$ cat src/design/sensor_command_framer_unit_assert.svh
// Assertion macros shared by the framer's checking code.
`ifndef SENSOR_COMMAND_FRAMER_UNIT_ASSERT_SVH
`define SENSOR_COMMAND_FRAMER_UNIT_ASSERT_SVH

// Same-cycle implication, sampled on i_clk and disabled during reset.
`define SFR_ASSERT_NOW(lbl, ante, cons) \
    lbl: assert property (@(posedge i_clk) disable iff (!i_rst_n) (ante) |-> (cons)) \
        else $error("framer assertion failed");

// Next-cycle implication, sampled on i_clk and disabled during reset.
`define SFR_ASSERT_NEXT(lbl, ante, cons) \
    lbl: assert property (@(posedge i_clk) disable iff (!i_rst_n) (ante) |=> (cons)) \
        else $error("framer assertion failed");

`endif

$ cat src/design/sfr_pkg.sv
// Shared types and constants of the sensor command framer.
`default_nettype none
package sfr_pkg;

    localparam logic [15:0] HDR_CODE_RST    = 16'hEF01;
    localparam logic [7:0]  PACKET_TYPE_RST = 8'h01;
    localparam logic [7:0]  ADDR_BYTE       = 8'hFF;
    localparam logic [15:0] LEN_EXTRA       = 16'd2;

    localparam logic CFG_HDR_CODE    = 1'b0;
    localparam logic CFG_PACKET_TYPE = 1'b1;

    localparam int unsigned QUEUE_DEPTH = 4;
    localparam int unsigned QUEUE_AW    = $clog2(QUEUE_DEPTH);

    // One accepted payload word with everything the serializer needs.
    typedef struct packed {
        logic        first;
        logic        last;
        logic [7:0]  data;
        logic [15:0] hdr_code;
        logic [7:0]  ptype;
        logic [15:0] plen;
        logic [15:0] sum;
    } t_cmd;

    typedef struct packed {
        logic full;
        logic empty;
    } t_q_stat;

endpackage
`default_nettype wire

$ cat src/design/sfr_in_if.sv
// Payload word channel into the framer.
`default_nettype none
interface sfr_in_if;
    logic       valid;
    logic       ready;
    logic [7:0] payload_byte;
    logic [6:0] payload_length;

    modport source (output valid, output payload_byte, output payload_length, input ready);
    modport sink   (input valid, input payload_byte, input payload_length, output ready);
endinterface
`default_nettype wire

$ cat src/design/sfr_out_if.sv
// Frame byte channel out of the framer.
`default_nettype none
interface sfr_out_if;
    logic       valid;
    logic       ready;
    logic [7:0] frame_byte;
    logic       frame_last;

    modport source (output valid, output frame_byte, output frame_last, input ready);
    modport sink   (input valid, input frame_byte, input frame_last, output ready);
endinterface
`default_nettype wire

$ cat src/design/sfr_front.sv
// Front end: accepts payload words, tracks the packet and computes the checksum.
`default_nettype none
module sfr_front
    import sfr_pkg::*;
#(
    parameter int unsigned MAX_PAYLOAD = 64
) (
    input  wire logic        i_clk,
    input  wire logic        i_rst_n,
    sfr_in_if.sink           i_in,
    input  wire logic [15:0] i_hdr_code,
    input  wire logic [7:0]  i_packet_type,
    input  wire t_q_stat     i_q_stat,
    output logic             o_push,
    output t_cmd             o_cmd
);

    localparam logic [10:0] LEN_LIMIT = 11'(MAX_PAYLOAD);

    logic        r_in_packet;
    logic [6:0]  r_pos;
    logic [6:0]  r_size;
    logic [15:0] r_sum;

    logic        accept;
    logic        len_ok;
    logic        drop;
    logic        last;
    logic [15:0] plen;
    logic [15:0] base_sum;
    logic [15:0] n_sum;
    logic [6:0]  base_pos;
    logic [6:0]  n_pos;
    logic [6:0]  size;

    assign i_in.ready = !i_q_stat.full;
    assign accept     = i_in.valid && i_in.ready;

    always_comb begin
        len_ok   = (i_in.payload_length != 7'd0) &&
                   ({4'b0000, i_in.payload_length} <= LEN_LIMIT);
        drop     = !r_in_packet && !len_ok;
        plen     = 16'(i_in.payload_length) + LEN_EXTRA;
        base_sum = r_in_packet ? r_sum
                 : 16'(plen[15:8]) + 16'(plen[7:0]) + 16'(i_packet_type);
        n_sum    = base_sum + 16'(i_in.payload_byte);
        base_pos = r_in_packet ? r_pos : 7'd0;
        n_pos    = base_pos + 7'd1;
        size     = r_in_packet ? r_size : i_in.payload_length;
        last     = n_pos >= size;
    end

    assign o_push = accept && !drop;

    always_comb begin
        o_cmd.first    = !r_in_packet;
        o_cmd.last     = last;
        o_cmd.data     = i_in.payload_byte;
        o_cmd.hdr_code = i_hdr_code;
        o_cmd.ptype    = i_packet_type;
        o_cmd.plen     = plen;
        o_cmd.sum      = n_sum;
    end

    always_ff @(posedge i_clk) begin
        if (!i_rst_n) begin
            r_in_packet <= 1'b0;
            r_pos       <= 7'd0;
            r_size      <= 7'd0;
            r_sum       <= 16'd0;
        end else if (o_push) begin
            r_in_packet <= !last;
            r_pos       <= last ? 7'd0 : n_pos;
            r_size      <= size;
            r_sum       <= n_sum;
        end
    end

endmodule
`default_nettype wire

$ cat src/design/sfr_queue.sv
// Short word queue between the front end and the serializer.
`default_nettype none
module sfr_queue
    import sfr_pkg::*;
(
    input  wire logic i_clk,
    input  wire logic i_rst_n,
    input  wire logic i_push,
    input  wire t_cmd i_cmd,
    input  wire logic i_pop,
    output t_cmd      o_head,
    output t_q_stat   o_stat
);

    localparam logic [QUEUE_AW:0] FULL_COUNT = (QUEUE_AW + 1)'(QUEUE_DEPTH);

    t_cmd                r_mem [QUEUE_DEPTH];
    logic [QUEUE_AW-1:0] r_wr_ptr;
    logic [QUEUE_AW-1:0] r_rd_ptr;
    logic [QUEUE_AW:0]   r_count;
    logic [QUEUE_AW:0]   n_count;

    always_comb begin
        n_count = r_count;
        if (i_push && !i_pop) begin
            n_count = r_count + 1'b1;
        end else if (i_pop && !i_push) begin
            n_count = r_count - 1'b1;
        end
    end

    assign o_stat.full  = r_count == FULL_COUNT;
    assign o_stat.empty = r_count == '0;
    assign o_head       = r_mem[r_rd_ptr];

    always_ff @(posedge i_clk) begin
        if (i_push) begin
            r_mem[r_wr_ptr] <= i_cmd;
        end
    end

    always_ff @(posedge i_clk) begin
        if (!i_rst_n) begin
            r_wr_ptr <= '0;
            r_rd_ptr <= '0;
            r_count  <= '0;
        end else begin
            if (i_push) begin
                r_wr_ptr <= r_wr_ptr + 1'b1;
            end
            if (i_pop) begin
                r_rd_ptr <= r_rd_ptr + 1'b1;
            end
            r_count <= n_count;
        end
    end

endmodule
`default_nettype wire

$ cat src/design/sfr_back.sv
// Back end: serializes queued words into header, payload and checksum bytes.
`default_nettype none
module sfr_back
    import sfr_pkg::*;
(
    input  wire logic    i_clk,
    input  wire logic    i_rst_n,
    input  wire t_cmd    i_head,
    input  wire t_q_stat i_q_stat,
    output logic         o_pop,
    sfr_out_if.source    o_out
);

    typedef enum logic [3:0] {
        ST_CODE_HI,
        ST_CODE_LO,
        ST_ADDR0,
        ST_ADDR1,
        ST_ADDR2,
        ST_ADDR3,
        ST_TYPE,
        ST_LEN_HI,
        ST_LEN_LO,
        ST_PAYLOAD,
        ST_SUM_HI,
        ST_SUM_LO
    } t_step;

    t_step      r_step;
    logic       r_mid;
    logic       r_valid;
    logic [7:0] r_byte;
    logic       r_last;

    t_step      cur_step;
    logic [7:0] sel_byte;
    logic       done;
    logic       emit;

    // A word that opens a packet starts with the header; any other goes
    // straight to its payload byte.
    always_comb begin
        if (r_mid) begin
            cur_step = r_step;
        end else if (i_head.first) begin
            cur_step = ST_CODE_HI;
        end else begin
            cur_step = ST_PAYLOAD;
        end
    end

    always_comb begin
        unique case (cur_step)
            ST_CODE_HI: sel_byte = i_head.hdr_code[15:8];
            ST_CODE_LO: sel_byte = i_head.hdr_code[7:0];
            ST_ADDR0,
            ST_ADDR1,
            ST_ADDR2,
            ST_ADDR3:   sel_byte = ADDR_BYTE;
            ST_TYPE:    sel_byte = i_head.ptype;
            ST_LEN_HI:  sel_byte = i_head.plen[15:8];
            ST_LEN_LO:  sel_byte = i_head.plen[7:0];
            ST_PAYLOAD: sel_byte = i_head.data;
            ST_SUM_HI:  sel_byte = i_head.sum[15:8];
            ST_SUM_LO:  sel_byte = i_head.sum[7:0];
            default:    sel_byte = i_head.data;
        endcase
    end

    assign done  = ((cur_step == ST_PAYLOAD) && !i_head.last) || (cur_step == ST_SUM_LO);
    assign emit  = !i_q_stat.empty && (!r_valid || o_out.ready);
    assign o_pop = emit && done;

    assign o_out.valid      = r_valid;
    assign o_out.frame_byte = r_byte;
    assign o_out.frame_last = r_last;

    always_ff @(posedge i_clk) begin
        if (!i_rst_n) begin
            r_step  <= ST_CODE_HI;
            r_mid   <= 1'b0;
            r_valid <= 1'b0;
        end else if (emit) begin
            r_valid <= 1'b1;
            r_byte  <= sel_byte;
            r_last  <= cur_step == ST_SUM_LO;
            r_mid   <= !done;
            r_step  <= done ? ST_CODE_HI : t_step'(4'(cur_step + 4'd1));
        end else if (o_out.ready) begin
            r_valid <= 1'b0;
        end
    end

endmodule
`default_nettype wire

$ cat src/design/sensor_command_framer_unit.sv
// A taken word passes through the queue, then the serializer's single output register.
// Throughput: one frame byte per cycle while the sink is ready and the queue is not empty;
// a frame of N payload words is N + 11 bytes. Words are taken one per cycle while the
// four-entry queue between front end and serializer has room.
// Reset: synchronous, active low; clears packet state and the queue, start code to
// 0xEF01 and packet type to 0x01.
`default_nettype none
`include "sensor_command_framer_unit_assert.svh"
module sensor_command_framer_unit
    import sfr_pkg::*;
#(
    parameter int unsigned MAX_PAYLOAD = 64
) (
    input  wire logic        i_clk,
    input  wire logic        i_rst_n,
    sfr_in_if.sink           i_in,
    sfr_out_if.source        o_out,
    input  wire logic        i_cfg_we,
    input  wire logic        i_cfg_idx,
    input  wire logic [15:0] i_cfg_data
);

    logic [15:0] r_hdr_code;
    logic [7:0]  r_packet_type;

    logic        q_push;
    logic        q_pop;
    t_cmd        push_cmd;
    t_cmd        head_cmd;
    t_q_stat     q_stat;

    always_ff @(posedge i_clk) begin
        if (!i_rst_n) begin
            r_hdr_code    <= HDR_CODE_RST;
            r_packet_type <= PACKET_TYPE_RST;
        end else if (i_cfg_we) begin
            unique case (i_cfg_idx)
                CFG_HDR_CODE:    r_hdr_code    <= i_cfg_data;
                CFG_PACKET_TYPE: r_packet_type <= i_cfg_data[7:0];
                default:         r_hdr_code    <= r_hdr_code;
            endcase
        end
    end

    sfr_front #(
        .MAX_PAYLOAD (MAX_PAYLOAD)
    ) u_front (
        .i_clk         (i_clk),
        .i_rst_n       (i_rst_n),
        .i_in          (i_in),
        .i_hdr_code    (r_hdr_code),
        .i_packet_type (r_packet_type),
        .i_q_stat      (q_stat),
        .o_push        (q_push),
        .o_cmd         (push_cmd)
    );

    sfr_queue u_queue (
        .i_clk   (i_clk),
        .i_rst_n (i_rst_n),
        .i_push  (q_push),
        .i_cmd   (push_cmd),
        .i_pop   (q_pop),
        .o_head  (head_cmd),
        .o_stat  (q_stat)
    );

    sfr_back u_back (
        .i_clk    (i_clk),
        .i_rst_n  (i_rst_n),
        .i_head   (head_cmd),
        .i_q_stat (q_stat),
        .o_pop    (q_pop),
        .o_out    (o_out)
    );

    // The front end never writes into a full queue, and the serializer never
    // takes from an empty one.
    `SFR_ASSERT_NOW(a_no_push_full, q_push, !q_stat.full)
    `SFR_ASSERT_NOW(a_no_pop_empty, q_pop, !q_stat.empty)
    // A new frame byte only appears after the queue held something.
    `SFR_ASSERT_NOW(a_out_from_queue, $rose(o_out.valid), $past(!q_stat.empty))

endmodule
`default_nettype wire
$ cat src/flat_wrapper.sv
// flat-port wrapper written by rule: the top's interface ports become plain ports
module sensor_command_framer_unit_flat import sfr_pkg::*;
#(
    parameter int unsigned MAX_PAYLOAD = 64
)
  (i_clk, i_rst_n, i_cfg_we, i_cfg_idx, i_cfg_data, i_in_valid, i_in_payload_byte, i_in_payload_length, i_in_ready, o_out_valid, o_out_frame_byte, o_out_frame_last, o_out_ready);
  sfr_in_if i_in_i ();
  sfr_out_if o_out_i ();
  input  wire logic i_clk;
  input  wire logic i_rst_n;
  input  wire logic i_cfg_we;
  input  wire logic i_cfg_idx;
  input  wire logic [15:0] i_cfg_data;
  input wire logic [$bits(i_in_i.valid)-1:0] i_in_valid;
  input wire logic [$bits(i_in_i.payload_byte)-1:0] i_in_payload_byte;
  input wire logic [$bits(i_in_i.payload_length)-1:0] i_in_payload_length;
  output wire logic [$bits(i_in_i.ready)-1:0] i_in_ready;
  output wire logic [$bits(o_out_i.valid)-1:0] o_out_valid;
  output wire logic [$bits(o_out_i.frame_byte)-1:0] o_out_frame_byte;
  output wire logic [$bits(o_out_i.frame_last)-1:0] o_out_frame_last;
  input wire logic [$bits(o_out_i.ready)-1:0] o_out_ready;
  assign i_in_i.valid = i_in_valid;
  assign i_in_i.payload_byte = i_in_payload_byte;
  assign i_in_i.payload_length = i_in_payload_length;
  assign i_in_ready = i_in_i.ready;
  assign o_out_valid = o_out_i.valid;
  assign o_out_frame_byte = o_out_i.frame_byte;
  assign o_out_frame_last = o_out_i.frame_last;
  assign o_out_i.ready = o_out_ready;
  sensor_command_framer_unit #(.MAX_PAYLOAD(MAX_PAYLOAD)) u_core (.i_clk(i_clk), .i_rst_n(i_rst_n), .i_in(i_in_i), .o_out(o_out_i), .i_cfg_we(i_cfg_we), .i_cfg_idx(i_cfg_idx), .i_cfg_data(i_cfg_data));
endmodule
$ cat config.mk
export PLATFORM = sky130hd
export DESIGN_NAME = sensor_command_framer_unit_flat
export DESIGN_NICKNAME = d
export VERILOG_FILES = /design/src/design/sfr_pkg.sv /design/src/design/sfr_in_if.sv /design/src/design/sfr_out_if.sv /design/src/design/sfr_front.sv /design/src/design/sfr_queue.sv /design/src/design/sfr_back.sv /design/src/design/sensor_command_framer_unit.sv /design/src/flat_wrapper.sv
export VERILOG_INCLUDE_DIRS = /design/src /design/src/design
export SDC_FILE = /design/constraint.sdc
export NUM_CORES = 1
export LEC_CHECK = 0
export BUFFER_PORTS_ARGS = -buffer_cell sky130_fd_sc_hd__buf_2
export CAP_MARGIN = 0
export CORE_MARGIN = 2
export CORE_UTILIZATION = 55
export CTS_CLUSTER_DIAMETER = 120
export CTS_CLUSTER_SIZE = 10
export DETAILED_ROUTE_END_ITERATION = 7
export HOLD_SLACK_MARGIN = 0.08
export PLACE_DENSITY = 0.81
export SYNTH_ARGS = -nofsm -noshare
export SYNTH_HDL_FRONTEND = slang
export SYNTH_HIERARCHICAL = 1
export SYNTH_SLANG_ARGS = --single-unit
$ cat constraint.sdc
create_clock -name i_clk -period 4.4 [get_ports i_clk]
set_input_delay 0.88 -clock i_clk [delete_from_list [all_inputs] [get_ports i_clk]]
set_output_delay 0.88 -clock i_clk [all_outputs]
set_load 0.05 [all_outputs]
==> flow_metrics.py, run 1 <==
metrics = {
    "cells_and_area": {
        "regArea_um2": 9604,
        "layout.nets": 1081,
        "final_common_cell": "edfxtp_1",
        "fin_area_um2": 16580,
        "final_util_pct": 61.51,
        "final_cell_mix": "edfxtp_1, nand2_1, dfxtp_1, mux4_2, buf_2",
        "areaGrowthSynthToFinish_pct": 9.813,
        "drive_gt1_share_pct": 21.70,
        "instances_no_fill": 1379,
        "fill_cells": 1878,
        "multiInputGateArea_um2": 4843,
    },
    "timing": {
        "skew_ns": 0.01629,
        "period_share_pct": 91.93,
        "finalSetupTns_ns": 0,
        "hold_violations": 0,
        "tightest_slew_ns": 1.181,
        "finalMaxSlewViolations": 0,
        "min_period_ns": 4.045,
        "relSlewSlack_pct": 20.88,
        "setup_violations": 0,
        "fmax_ghz": 0.2472,
        "rsz0062_at_grt": "no",
    },
    "global_route": {
        "track_usage_pct": 22.62,
        "overflow": 0,
        "grt_pass1_wl_um": 49260,
        "antenna_found_initial": 1,
        "grt_max_degree": 67,
        "grt_pass1_vias": 8572,
    },
    "worst_setup_path": {
        "cp-start-kind": "input port",
        "crit_type": "in -> reg",
        "crit_arrival_ns": 4.48,
        "critPathRequiredTime_ns": 4.84,
        "reg2reg_from": "u_core/r_packet_type[1]",
        "end_kind": "register",
        "startpoint": "i_in_payload_length[1]",
        "worstPathMaxFanout": 10,
    },
    "synth": {
        "ys_ff_latch": 343,
        "async_flop_share_pct": 0,
        "synth_cell_types": 74,
        "synth_edf_count": 273,
        "ys_warn_count": 6,
        "synth.cell_area_um2": 15100,
        "syn_area_per_cell_um2": 15.47,
        "synthCells": 976,
        "ys.flop_type": "edfxtp_1",
        "yosysSeqAreaShare_pct": 63.59,
    },
    "cts": {
        "cts_setup_buffers": 0,
        "ctsResizeCount": 0,
        "clkLatencyLatePin_ns": 0.53,
        "cts_made_buffers": 40,
        "cts_max_level": 2,
        "cts_sinks": 343,
        "cts_hold_buffers": 0,
        "clkTransAtPathRegs_ns": 0.05,
        "max-clock-path-buffers": 3,
        "cts_tree": "yes",
        "root_buffer": "clkbuf_16",
    },
    "floorplanning": {
        "rows": 60,
        "start_util_pct": 56.01,
        "coreArea_um2": 26950,
        "die_w_um": 169.7,
        "die-area_um2": 28790,
        "die_y_um": 169.7,
        "io_pins": 48,
    },
    "power": {
        "vdd_drop_max_mv": 0.2591,
        "powerDensity_nw_per_um2": 478.4,
        "p_leak_nw": 5.621,
    },
    "routing": {
        "drcViolationCount": 0,
        "vias": 8379,
        "wl_per_cell_um": 22.66,
        "viasPerCell": 6.076,
        "drt_first_iter_violations": 840,
        "routed_wl_um": 31250,
        "postRouteAntennaNets": 0,
        "dr.pass1.iters": 7,
    },
    "worst_hold_path": {
        "hold_path.startpoint": "u_core/u_front/r_size[0]",
        "hold_class": "reg -> reg",
    },
    "placement": {
        "post-dp-hpwl_um": 19230,
        "placedCellCount": 1307,
        "placed_area_um2": 15410,
        "io_buffers": 47,
        "place_congestion": 0.8924,
    },
    "outcome": {
        "status": "completed",
    },
    "flow_run": {
        "maxCapViolCount": 0,
    },
}
-- synthesized netlist by cell type (4+ instances only) --
library cell	count	share of area [%]
o2bb2ai_1	8	0.46
nand2b_1	16	0.66
xor2_1	16	0.93
mux2i_1	33	2.2
dfxtp_1	70	9.3
buf_2	17	0.56
and3_1	6	0.25
a22o_1	7	0.41
a21o_1	9	0.45
nand3b_1	8	0.40
xnor2_1	16	0.93
a221oi_1	8	0.46
mux4_2	66	9.8
inv_1	21	0.52
nor2_1	36	0.90
o211ai_2	9	0.75
nand3_1	15	0.50
o21ai_0	13	0.43
mux2_2	4	0.30
nor3_1	6	0.20
a211oi_1	8	0.40
ha_1	33	2.7
buf_4	46	2.3
a22oi_1	8	0.40
or4_1	4	0.20
clkbuf_1	12	0.30
buf_6	8	0.60
a21oi_1	20	0.66
a221oi_2	8	0.80
nand2_1	84	2.1
nor2b_1	8	0.33
edfxtp_1	273	54
and2_1	11	0.46
a31oi_1	6	0.25
a21oi_2	4	0.23
-- layout make-up --
class,count,share of cell area (%)
multi-input cells,530,29.22
diodes,1,0.01510
repair buffers,69,2.717
clock inverters,2,0.1736
inverters,24,0.5434
flip-flops and latches,343,57.94
clock buffers,69,6.823
well taps,341,2.574
-- worst max-delay path: stages --
cell	delay, ns
buf_2	0.11
ha_1	0.23
xor2_1	0.46
ha_1	0.35
a21oi_1	0.22
nand2_1	0.13
a31oi_1	0.21
xor2_1	0.15
o21ai_0	0.12
ha_1	0.33
buf_4	0.12
nand3_1	0.07
a21oi_1	0.21
o21bai_2	0.20
or4_1	0.54
a31oi_1	0.16
-- logic make-up (layout without fill, tap and decap cells) --
group	count (synthesis)	after routing	share of synthesized area, %
DFF	343	343	63.59
and+or+nand+nor	215	215	7.045
AOI/OAI and AO/OA	136	136	7.468
buffers and inverters	110	164	4.550
muxes	103	103	12.33
adders and majority gates	36	36	3.133
xor gates and xnor gates	32	32	1.857
other	1	9	0.02484
-- metrics by stage --
stage | power [mW] | hold slack (ns) | worst slack (ns)
after floorplan | 4.701 | 0.4329 | 0.2423
after global placement | 4.959 | 0.4381 | -0.04944
after detailed placement | 4.999 | 0.4501 | -0.1507
after CTS | 7.952 | 0.4583 | 0.3929
after global routing | 8.219 | 0.4868 | 0.0003157
final | 7.930 | 0.4567 | 0.3552
-- worst paths after layout --
kind         cells past startpoint  slack, ns                          end
min reg2reg                      2       0.46     u_core/u_front/r_size[0]
min                              2       0.46     u_core/u_front/r_size[0]
max                             16       0.36     u_core/u_front/r_sum[13]
max reg2reg                     12       0.80  u_core/u_queue/r_mem[2][13]
-- power by group --
part	switching [mW]	leakage [nW]	internal [mW]	total, mW
combinational	0.720	2.03	0.431	1.15
clock	1.23	0.553	1.74	2.97
sequential	0.0912	3.04	3.72	3.81
total	2.04	5.62	5.89	7.93
-- sequential cells by signal, summed over array words and instances (netlist names), 2 cells and up, named ones only --
| signal | count |
|---|---|
| u_core/u_front/r_size | 7 |
| u_core/u_front/r_sum | 16 |
| u_core/r_packet_type | 8 |
| u_core/u_queue/r_count | 3 |
| u_core/u_back/o_out.frame_byte | 8 |
| u_core/u_queue/r_mem | 264 |
| u_core/u_back/r_step | 4 |
| u_core/u_queue/r_rd_ptr | 2 |
| u_core/r_hdr_code | 16 |
| u_core/u_queue/r_wr_ptr | 2 |
| u_core/u_front/r_pos | 7 |
-- routing by layer --
metal	global-route usage, %	wire length [µm]	share of wire (%)	up-vias
li1	-	-	-	3782
met1	30.85	12840	41	4255
met2	37.83	15800	51	295
met3	3.848	1981	6.3	47
met4	6.540	633	2.0	0
met5	0	0	0	-
Power figures use the tool's default switching activity.
==> run 2, diff against run 1 <==
BUFFER_PORTS_ARGS = not set   (was -buffer_cell sky130_fd_sc_hd__buf_2)
CORE_ASPECT_RATIO = 1.4   (was not set)
DONT_BUFFER_PORTS = 1   (was not set)
PLACE_DENSITY = 0.79   (was 0.81)
==> run 2 against run 1 <==
Compared with the run above:
- total power down 0.93%
- worst setup slack improved by 0.23 ns
- final area decreased by 1.3%
- non-clock buffer count shrank 52
- sequential cell count is the same
- highest routed layer unchanged
- critical path depth grew 1
==> flow_metrics.py, run 2 (synthesis results as in run 1) <==
metrics = {
    "cells_and_area": {
        "layout.nets": 1029,
        "largest_reg_flops": 264,
        "final_common_cell": "edfxtp_1",
        "reg.largest.list": "u_core/u_queue/r_mem (264), u_core/r_hdr_code (16), u_core/u_front/r_sum (16)",
        "diodes": 0,
        "top_register": "u_core/u_queue/r_mem",
        "areaGrowthSynthToFinish_pct": 8.437,
        "final_cell_mix": "edfxtp_1, nand2_1, dfxtp_1, mux4_2, clkbuf_16",
        "drive_gt1_share_pct": 17.63,
    },
    "worst_setup_path": {
        "cp-start-kind": "input port",
        "critPathRequiredTime_ns": 4.85,
        "end_kind": "register",
        "crit_type": "in -> reg",
        "reg2reg_depth": 15,
        "endpoint": "u_core/u_front/r_sum[12]",
        "reg2reg_from": "u_core/r_packet_type[0]",
        "worst_r2r_endpoint": "u_core/u_front/r_sum[12]",
        "startpoint": "i_in_payload_length[1]",
        "worstPathMaxFanout": 7,
        "r2r_slack_ns": 0.74,
        "crit_arrival_ns": 4.26,
    },
    "power": {
        "power_mw": 7.857,
        "comb_power_share_pct": 12.6,
        "switchingPower_mw": 1.963,
        "p_leak_nw": 5.425,
        "p_seq_share_pct": 49.3,
        "p_sw_share_pct": 24.99,
        "clock_power_share_pct": 38.1,
        "powerDensity_nw_per_um2": 480.0,
        "vdd_drop_max_mv": 0.2555,
        "cellInternalPower_mw": 5.894,
    },
    "timing": {
        "setup_violations": 0,
        "hold_violations": 0,
        "min_period_ns": 3.817,
        "relSlewSlack_pct": 30.17,
        "fmax_ghz": 0.2620,
        "tightest_slew_ns": 1.043,
        "finalMaxSlewViolations": 0,
        "skew_ns": 0.01161,
        "rsz0062_at_grt": "no",
        "period_share_pct": 86.76,
        "finalSetupTns_ns": 0,
    },
    "routing": {
        "drcViolationCount": 0,
        "postRouteAntennaNets": 0,
        "drt_first_iter_violations": 567,
        "viasPerCell": 5.969,
        "dr.pass1.iters": 5,
        "routed_wl_um": 29830,
        "wl_per_cell_um": 22.06,
        "vias": 8070,
    },
    "cts": {
        "max-clock-path-buffers": 3,
        "clkLatencyLatePin_ns": 0.53,
        "clkTransAtPathRegs_ns": 0.06,
        "cts_tree": "yes",
        "ctsResizeCount": 0,
        "root_buffer": "clkbuf_16",
        "cts_sinks": 343,
        "cts_hold_buffers": 0,
        "cts_setup_buffers": 0,
        "cts_made_buffers": 40,
        "cts_max_level": 2,
    },
    "floorplanning": {
        "coreArea_um2": 26920,
        "rows": 71,
        "die_y_um": 200.0,
        "start_util_pct": 56.08,
        "die-area_um2": 28810,
        "die_w_um": 144.0,
        "io_pins": 48,
    },
    "global_route": {
        "overflow": 0,
        "track_usage_pct": 21.63,
        "grt_pass1_vias": 8170,
        "grtUsageMet1_pct": 26.32,
        "grt_pass1_wl_um": 46600,
        "antenna_found_initial": 0,
        "top_usage_layer": "met2",
        "gr-usage-met3_pct": 4.461,
        "use_met2_pct": 38.02,
        "grt_max_degree": 67,
    },
    "outcome": {
        "status": "completed",
    },
    "worst_hold_path": {
        "hold_class": "in -> reg",
    },
    "placement": {
        "post-dp-hpwl_um": 18520,
        "place_congestion": 0.8793,
        "io_buffers": 0,
    },
    "flow_run": {
        "maxCapViolCount": 0,
    },
}
[run 2: cell count changes in the layout (fill, tap and decap cells not counted), sizes merged]
cell    delta
clkbuf     +2
clkinv     +1
inv        -1
diode      -1
buf       -52
[run 2: worst max-delay path, stage by stage]
cell and delay [ns]:
ha_1 0.18, nand3_1 0.11, xnor2_1 0.32, ha_1 0.34, a21oi_1 0.20, o211ai_1 0.12
o211ai_1 0.13, xor2_1 0.16, o21ai_0 0.10, ha_1 0.36, o21ai_0 0.11, nor2_1 0.09
o22ai_1 0.09, buf_4 0.17, or4_4 0.43, or3_1 0.31, a31oi_1 0.16
[run 2: final cells by class]
| cell class | count | area [µm²] |
|---|---|---|
| Fill cell | 1880 | 10550 |
| Sequential cell | 343 | 9604 |
| Multi-Input combinational cell | 530 | 4843 |
| Clock buffer | 71 | 1160 |
| Tap cell | 365 | 456.7 |
| Timing Repair Buffer | 17 | 190.2 |
| Inverter | 24 | 90.09 |
| Clock inverter | 2 | 25.02 |
[run 2: worst min path at each step]
stage	from	endpoint	cells after the start
global placement	u_core/u_front/r_sum[0]	u_core/u_front/r_sum[0]	2
CTS	i_in_payload_byte[5]	u_core/u_queue/r_mem[1][61]	0
finish	i_in_payload_byte[1]	u_core/u_queue/r_mem[0][57]	0
floorplan	u_core/u_front/r_size[0]	u_core/u_front/r_size[0]	2
global route	i_in_payload_byte[3]	u_core/u_queue/r_mem[3][59]	0
detailed placement	u_core/u_front/r_sum[1]	u_core/u_front/r_sum[1]	2
[run 2: metrics by stage]
step	cell area (µm²)	std cells	setup WS (ns)	hold WS, ns	util, %
floorplan	15120	983	0.2423	0.4329	-
finish	16370	1352	0.5825	0.4399	60.81
CTS	16370	1352	0.6719	0.4224	60.81
global placement	15180	1279	0.2054	0.4379	56.41
global route	16370	1352	0.2630	0.4212	60.81
detailed placement	15180	1279	0.1187	0.4507	56.41
[run 2: routing by layer]
metal  share of wire (%)  vias up
met1                  39     4100
met4                 3.3        0
li1                    -     3676
met2                  52      235
met5                   0        -
met3                 5.9       59
[run 2: power groups by stage]
stage	registers (mW)	logic [mW]	clock network, mW
2_1_floorplan	3.90	0.804	0
3_3_place_gp	3.93	0.954	0
3_5_place_dp	3.93	0.975	0
4_1_cts	3.87	0.987	3.05
5_1_grt	3.89	1.08	3.17
6_report	3.87	0.992	3.00
